`src/design/gfau_pkg.sv`:
```
package gfau_pkg;

  localparam int ElemW = 8;
  localparam logic [ElemW:0] GfPoly = 9'h11b;
  localparam int InvSteps = 6;

  typedef logic [ElemW-1:0] elem_t;

  typedef enum logic [1:0] {
    OP_ADD = 2'd0,
    OP_SUB = 2'd1,
    OP_MUL = 2'd2,
    OP_DIV = 2'd3
  } op_t;

  typedef struct packed {
    op_t   op;
    elem_t a;
    elem_t b;
    elem_t acc;
  } stage_t;

  function automatic elem_t gf_mul(input elem_t x, input elem_t y);
    logic [2*ElemW-2:0] prod;
    prod = '0;
    for (int i = 0; i < ElemW; i++) begin
      if (y[i]) begin
        prod = prod ^ ({{(ElemW-1){1'b0}}, x} << i);
      end
    end
    for (int i = 2*ElemW-2; i >= ElemW; i--) begin
      if (prod[i]) begin
        prod = prod ^ ({{(ElemW-2){1'b0}}, GfPoly} << (i - ElemW));
      end
    end
    return prod[ElemW-1:0];
  endfunction

  function automatic elem_t gf_sq(input elem_t x);
    return gf_mul(x, x);
  endfunction

endpackage

```
`src/design/gfau_inv_step.sv`:
```
module gfau_inv_step (
  input  logic            clk,
  input  logic            rst_n,
  input  logic            en,
  input  logic            in_vld,
  input  gfau_pkg::stage_t in_stg,
  output logic            out_vld,
  output gfau_pkg::stage_t out_stg
);
  import gfau_pkg::*;

  logic   vld_r;
  stage_t stg_r;
  stage_t stg_nxt;

  always_comb begin
    stg_nxt     = in_stg;
    stg_nxt.acc = gf_mul(gf_sq(in_stg.acc), in_stg.b);
  end

  always_ff @(posedge clk) begin
    if (!rst_n) begin
      vld_r <= 1'b0;
    end else if (en) begin
      vld_r <= in_vld;
    end
  end

  always_ff @(posedge clk) begin
    if (en) begin
      stg_r <= stg_nxt;
    end
  end

  assign out_vld = vld_r;
  assign out_stg = stg_r;

endmodule

```
`src/design/gf256_arithmetic_unit.sv`:
```
// channel | ports                                         | direction
// request | in_valid in_ready in_req_type in_operand_a/b | in
// result  | out_valid out_ready out_result out_div_by_zero| out
// One item enters per cycle when not stalled; six square-multiply steps
// build b^127, then a square, the final field multiply and the result
// select. Throughput is set by that single pipeline advancing.
// Synchronous active-low reset clears the valid bits only.
// A stalled output freezes every stage; bubbles travel as cleared valids.
module gf256_arithmetic_unit (
  input  logic       clk,
  input  logic       rst_n,
  input  logic       in_valid,
  output logic       in_ready,
  input  logic [1:0] in_req_type,
  input  logic [7:0] in_operand_a,
  input  logic [7:0] in_operand_b,
  output logic       out_valid,
  input  logic       out_ready,
  output logic [7:0] out_result,
  output logic       out_div_by_zero
);
  import gfau_pkg::*;

  logic   en;
  logic   vld   [InvSteps+1];
  stage_t stg   [InvSteps+1];
  logic   out_valid_r;
  elem_t  result_r, result_nxt;
  logic   dbz_r, dbz_nxt;
  elem_t  inv;
  elem_t  mul_b;
  elem_t  prod;

  assign en       = !out_valid_r || out_ready;
  assign in_ready = en;

  assign vld[0]     = in_valid;
  assign stg[0].op  = op_t'(in_req_type);
  assign stg[0].a   = in_operand_a;
  assign stg[0].b   = in_operand_b;
  assign stg[0].acc = in_operand_b;

  for (genvar k = 0; k < InvSteps; k++) begin : g_inv
    gfau_inv_step u_step (
      .clk     (clk),
      .rst_n   (rst_n),
      .en      (en),
      .in_vld  (vld[k]),
      .in_stg  (stg[k]),
      .out_vld (vld[k+1]),
      .out_stg (stg[k+1])
    );
  end

  always_comb begin
    inv        = gf_sq(stg[InvSteps].acc);
    mul_b      = (stg[InvSteps].op == OP_MUL) ? stg[InvSteps].b : inv;
    prod       = gf_mul(stg[InvSteps].a, mul_b);
    result_nxt = '0;
    dbz_nxt    = 1'b0;
    unique case (stg[InvSteps].op)
      OP_ADD, OP_SUB: result_nxt = stg[InvSteps].a ^ stg[InvSteps].b;
      OP_MUL:         result_nxt = prod;
      OP_DIV: begin
        result_nxt = prod;
        dbz_nxt    = (stg[InvSteps].b == '0);
      end
      default:        result_nxt = '0;
    endcase
  end

  always_ff @(posedge clk) begin
    if (!rst_n) begin
      out_valid_r <= 1'b0;
    end else if (en) begin
      out_valid_r <= vld[InvSteps];
    end
  end

  always_ff @(posedge clk) begin
    if (en) begin
      result_r <= result_nxt;
      dbz_r    <= dbz_nxt;
    end
  end

  assign out_valid       = out_valid_r;
  assign out_result      = result_r;
  assign out_div_by_zero = dbz_r;

`ifndef SYNTHESIS
  a_dbz_zero: assert property (@(posedge clk) disable iff (!rst_n)
    out_valid && out_div_by_zero |-> out_result == '0)
    else $error("divide by zero with nonzero result");

  a_stall_only_when_full: assert property (@(posedge clk) disable iff (!rst_n)
    !in_ready |-> out_valid && !out_ready)
    else $error("input held off without a stalled result");

  a_bubble_travels: assert property (@(posedge clk) disable iff (!rst_n)
    en && !vld[0] |=> !vld[1])
    else $error("first stage became valid without a transfer");

  a_hold_on_stall: assert property (@(posedge clk) disable iff (!rst_n)
    !en |=> $stable(vld[InvSteps]) && $stable(stg[InvSteps]))
    else $error("last stage moved during a stall");
`endif

endmodule

```
`config.mk`:
```
export PLATFORM = sky130hd
export DESIGN_NAME = gf256_arithmetic_unit
export DESIGN_NICKNAME = d
export VERILOG_FILES = /design/src/design/gfau_pkg.sv /design/src/design/gfau_inv_step.sv /design/src/design/gf256_arithmetic_unit.sv
export SDC_FILE = /design/constraint.sdc
export NUM_CORES = 1
export LEC_CHECK = 0
export ABC_AREA = 0
export BUFFER_PORTS_ARGS = -buffer_cell sky130_fd_sc_hd__buf_2
export CAP_MARGIN = 20
export CORE_AREA = 2 2 189 191
export CTS_BUF_LIST = sky130_fd_sc_hd__clkbuf_8
export CTS_CLUSTER_SIZE = 12
export DETAILED_ROUTE_END_ITERATION = 6
export DIE_AREA = 0 0 191 193
export SETUP_SLACK_MARGIN = 0.4
export SKIP_LAST_GASP = 1
export SLEW_MARGIN = 20
export SYNTH_ARGS = -nofsm -noshare
export SYNTH_HDL_FRONTEND = slang
export SYNTH_SLANG_ARGS = --single-unit
```
`constraint.sdc`:
```
create_clock -name clk -period 8.1 [get_ports clk]
set_input_delay 0.81 -clock clk [delete_from_list [all_inputs] [get_ports clk]]
set_output_delay 0.81 -clock clk [all_outputs]
set_load 0.02 [all_outputs]
```
==> results.yml <==
floorplanning:
  ios: 33
  core_um2: 34960
  die_w_um: 191
  std_cell_rows: 69
  die_area_um2: 36860
  initial_utilization: 0.4425
  die_h_um: 193
timing:
  finalHoldViolCount: 0
  slew_headroom: 0.3662
  max_freq_ghz: 0.2582
  fin_crit_sh: 0.4781
  report.final.slew_viol_count: 0
  setup_tns_ns: 0
  worstMarginPinSlew_ns: 0.9475
  period_minus_slack_ns: 3.872
  rsz0062_at_grt: "no"
  setup_viol: 0
  setup_ws_ns: 4.228
  clock_skew_ns: 0.02632
synth:
  synth.most_common_cell: "xnor2_1"
  syn-num-nets: 1839
  synth_top_cell_by_area: "edfxtp_1"
  synthCells: 1816
  ys_ff_latch: 172
  syn_avg_cell_area_um2: 8.520
  synth_ff_type: "edfxtp_1"
  synth_adder_area_share: 0.0008087
  synth-xor-area-share: 0.2995
  yosysTopAreaCellShare: 0.3202
  synthTopCellsByArea: "edfxtp_1, xnor2_1, nand2_1, xor2_1, a21oi_1"
  synth_compound_area_frac: 0.1484
  synth_mux_area_frac: 0.01860
  synth_top_cells_by_count: "xnor2_1, nand2_1, edfxtp_1, xor2_1, a21oi_1"
  yosysSeqAreaShare: 0.3293
  synth_top_family_by_area: "XOR/XNOR gates"
  ys_async_sr_fraction: 0
  synth_cell_types: 69
  ys.warnings.count: 0
  synth_simple_gate_area_share: 0.1551
  synth_edf_count: 165
  syn_area_um2: 15470
route:
  vias: 11840
  ant_nets: 0
  wl_per_cell_um: 15.50
  drt-total-wl_mm: 33.96
  drtPass1Iterations: 6
  drt_iter0_markers: 1037
  drc: 0
  vias_per_cell: 5.405
placed_design:
  post-place-ws_ns: 4.248
  place_area_um2: 15620
  dpl.hpwl_mm: 23.34
  gp_congestion: 0.8479
  port_buffers: 32
global_routing:
  grt_max_degree: 62
  grt_pass1_vias: 11100
  grt-ovfl-total: 0
  grt_first_pass_wirelength_mm: 56.96
  antenna_found_initial: 0
  grt_usage: 0.1906
clock_tree:
  clk_pin_slew_ns: 0.11
  insertion_delay_ns: 0.48
  cts_resized: 0
  post-cts-setup-buffer-count: 0
  cts_tree: "done"
  cts-htree-levels: 4
  clock_path_buffers: 2
  cts_buffers: 17
  clock_sinks: 172
  cts_hold_buf: 0
  cts-root-buf: "clkbuf_8"
layout:
  diodes: 0
  regArea_um2: 5095
  multi_input_area_um2: 9638
  syn2layout_area_growth_pct: 3.421
  finalInstanceArea_um2: 16000
  finalNetCount: 1739
  drive_gt1_frac: 0.05147
  final_util: 0.4576
  nFillCells: 3378
setup_path:
  r2r-end: "out_result[1]"
  arrival_ns: 4.08
  ff2ff_path_depth: 9
  cp-start-kind: "flop"
  crit_path_end_kind: "flop"
  r2r_slack_ns: 4.23
  critPathMaxFanout: 23
  cp.required_ns: 8.30
  r2r_start: "g_inv[5].u_step.out_stg[25]"
  path_class: "flop to flop"
outcome:
  status: "finished, final reports clean"
min_path:
  hold_depth: 0
  hp-class: "flop to flop"
  min_from: "g_inv[2].u_step.out_stg[16]"
  worstHoldEndpoint: "g_inv[3].u_step.out_stg[16]"
job:
  cap_violations: 0
-- registers in the layout, indices dropped and copies added (netlist names) --
register / cells
out_div_by_zero: 1
out_valid: 1
g_inv.u_step.out_vld: 6
g_inv.u_step.out_stg: 156
out_result: 8
-- metal layers --
layer	routed length, um	share of wire	up-vias	track usage
met4	471	0.014	0	0.05247
met3	1277	0.038	31	0.02733
met5	0	0	-	0
met2	16220	0.48	229	0.3137
met1	15980	0.47	5624	0.2624
li1	-	-	5953	-
-- worst max path at each step --
stage	from	to	slack, ns	depth (start not counted)
floorplan	out_ready	out_valid	1.44	3
global placement	g_inv[5].u_step.out_stg[25]	out_result[1]	4.28	9
detailed placement	g_inv[5].u_step.out_stg[25]	out_result[1]	4.25	9
CTS	g_inv[5].u_step.out_stg[25]	out_result[1]	4.23	9
global route	g_inv[5].u_step.out_stg[25]	out_result[4]	3.92	9
finish	g_inv[5].u_step.out_stg[25]	out_result[1]	4.23	9
-- cell usage in the layout (no fill, tap or decap), types with 9 or more instances in the layout --
cell type	n
nand2b_1	17
o211ai_1	22
o21ai_0	78
a22oi_1	11
a21oi_1	119
a31oi_1	13
o221ai_1	10
xnor2_1	357
xnor3_1	9
buf_2	32
xor2_1	125
nand2_1	326
edfxtp_1	165
clkbuf_8	17
nand3_1	51
mux2i_1	24
inv_1	34
nor2_1	98
o22ai_1	22
a211oi_1	21
nor2b_1	27
-- per-stage QoR --
stage / std cells / hold WS [ns]
6_report: 2190 / 0.4133
2_1_floorplan: 1816 / 0.4003
3_5_place_dp: 2158 / 0.4045
5_1_grt: 2190 / 0.4253
4_1_cts: 2190 / 0.4174
3_3_place_gp: 2158 / 0.4012
-- critical path, stage by stage (launching register included) --
cell	delay [ns]
edfxtp_1	0.83
nor2b_1	0.62
o21a_1	0.43
nand2_1	0.09
xnor3_1	0.40
xnor3_2	0.41
xnor3_1	0.39
xnor2_2	0.20
xnor2_1	0.14
a21oi_1	0.08
-- kinds of logic (layout without fill, tap and decap cells) --
logic type | Yosys count | in the layout
AOI/OAI and AO/OA | 365 | 365
xor gates and xnor gates | 503 | 503
adders and majority gates | 1 | 1
buffers and inverters | 187 | 100
DFF | 172 | 172
muxes | 28 | 28
and+or+nand+nor | 560 | 560
-- cell type report --
cell class / instances / share of cell area
clock buffer: 17 / 0.01462
clock inverter: 15 / 0.009461
inverter: 33 / 0.007741
multi-input combinational: 1457 / 0.6023
sequential: 172 / 0.3184
tap: 461 / 0.03605
timing repair buffer: 35 / 0.01142
Power is left out: the tool's default activity adds up to more than one toggle a clock period on the data nets, which glitch-free logic cannot reach.
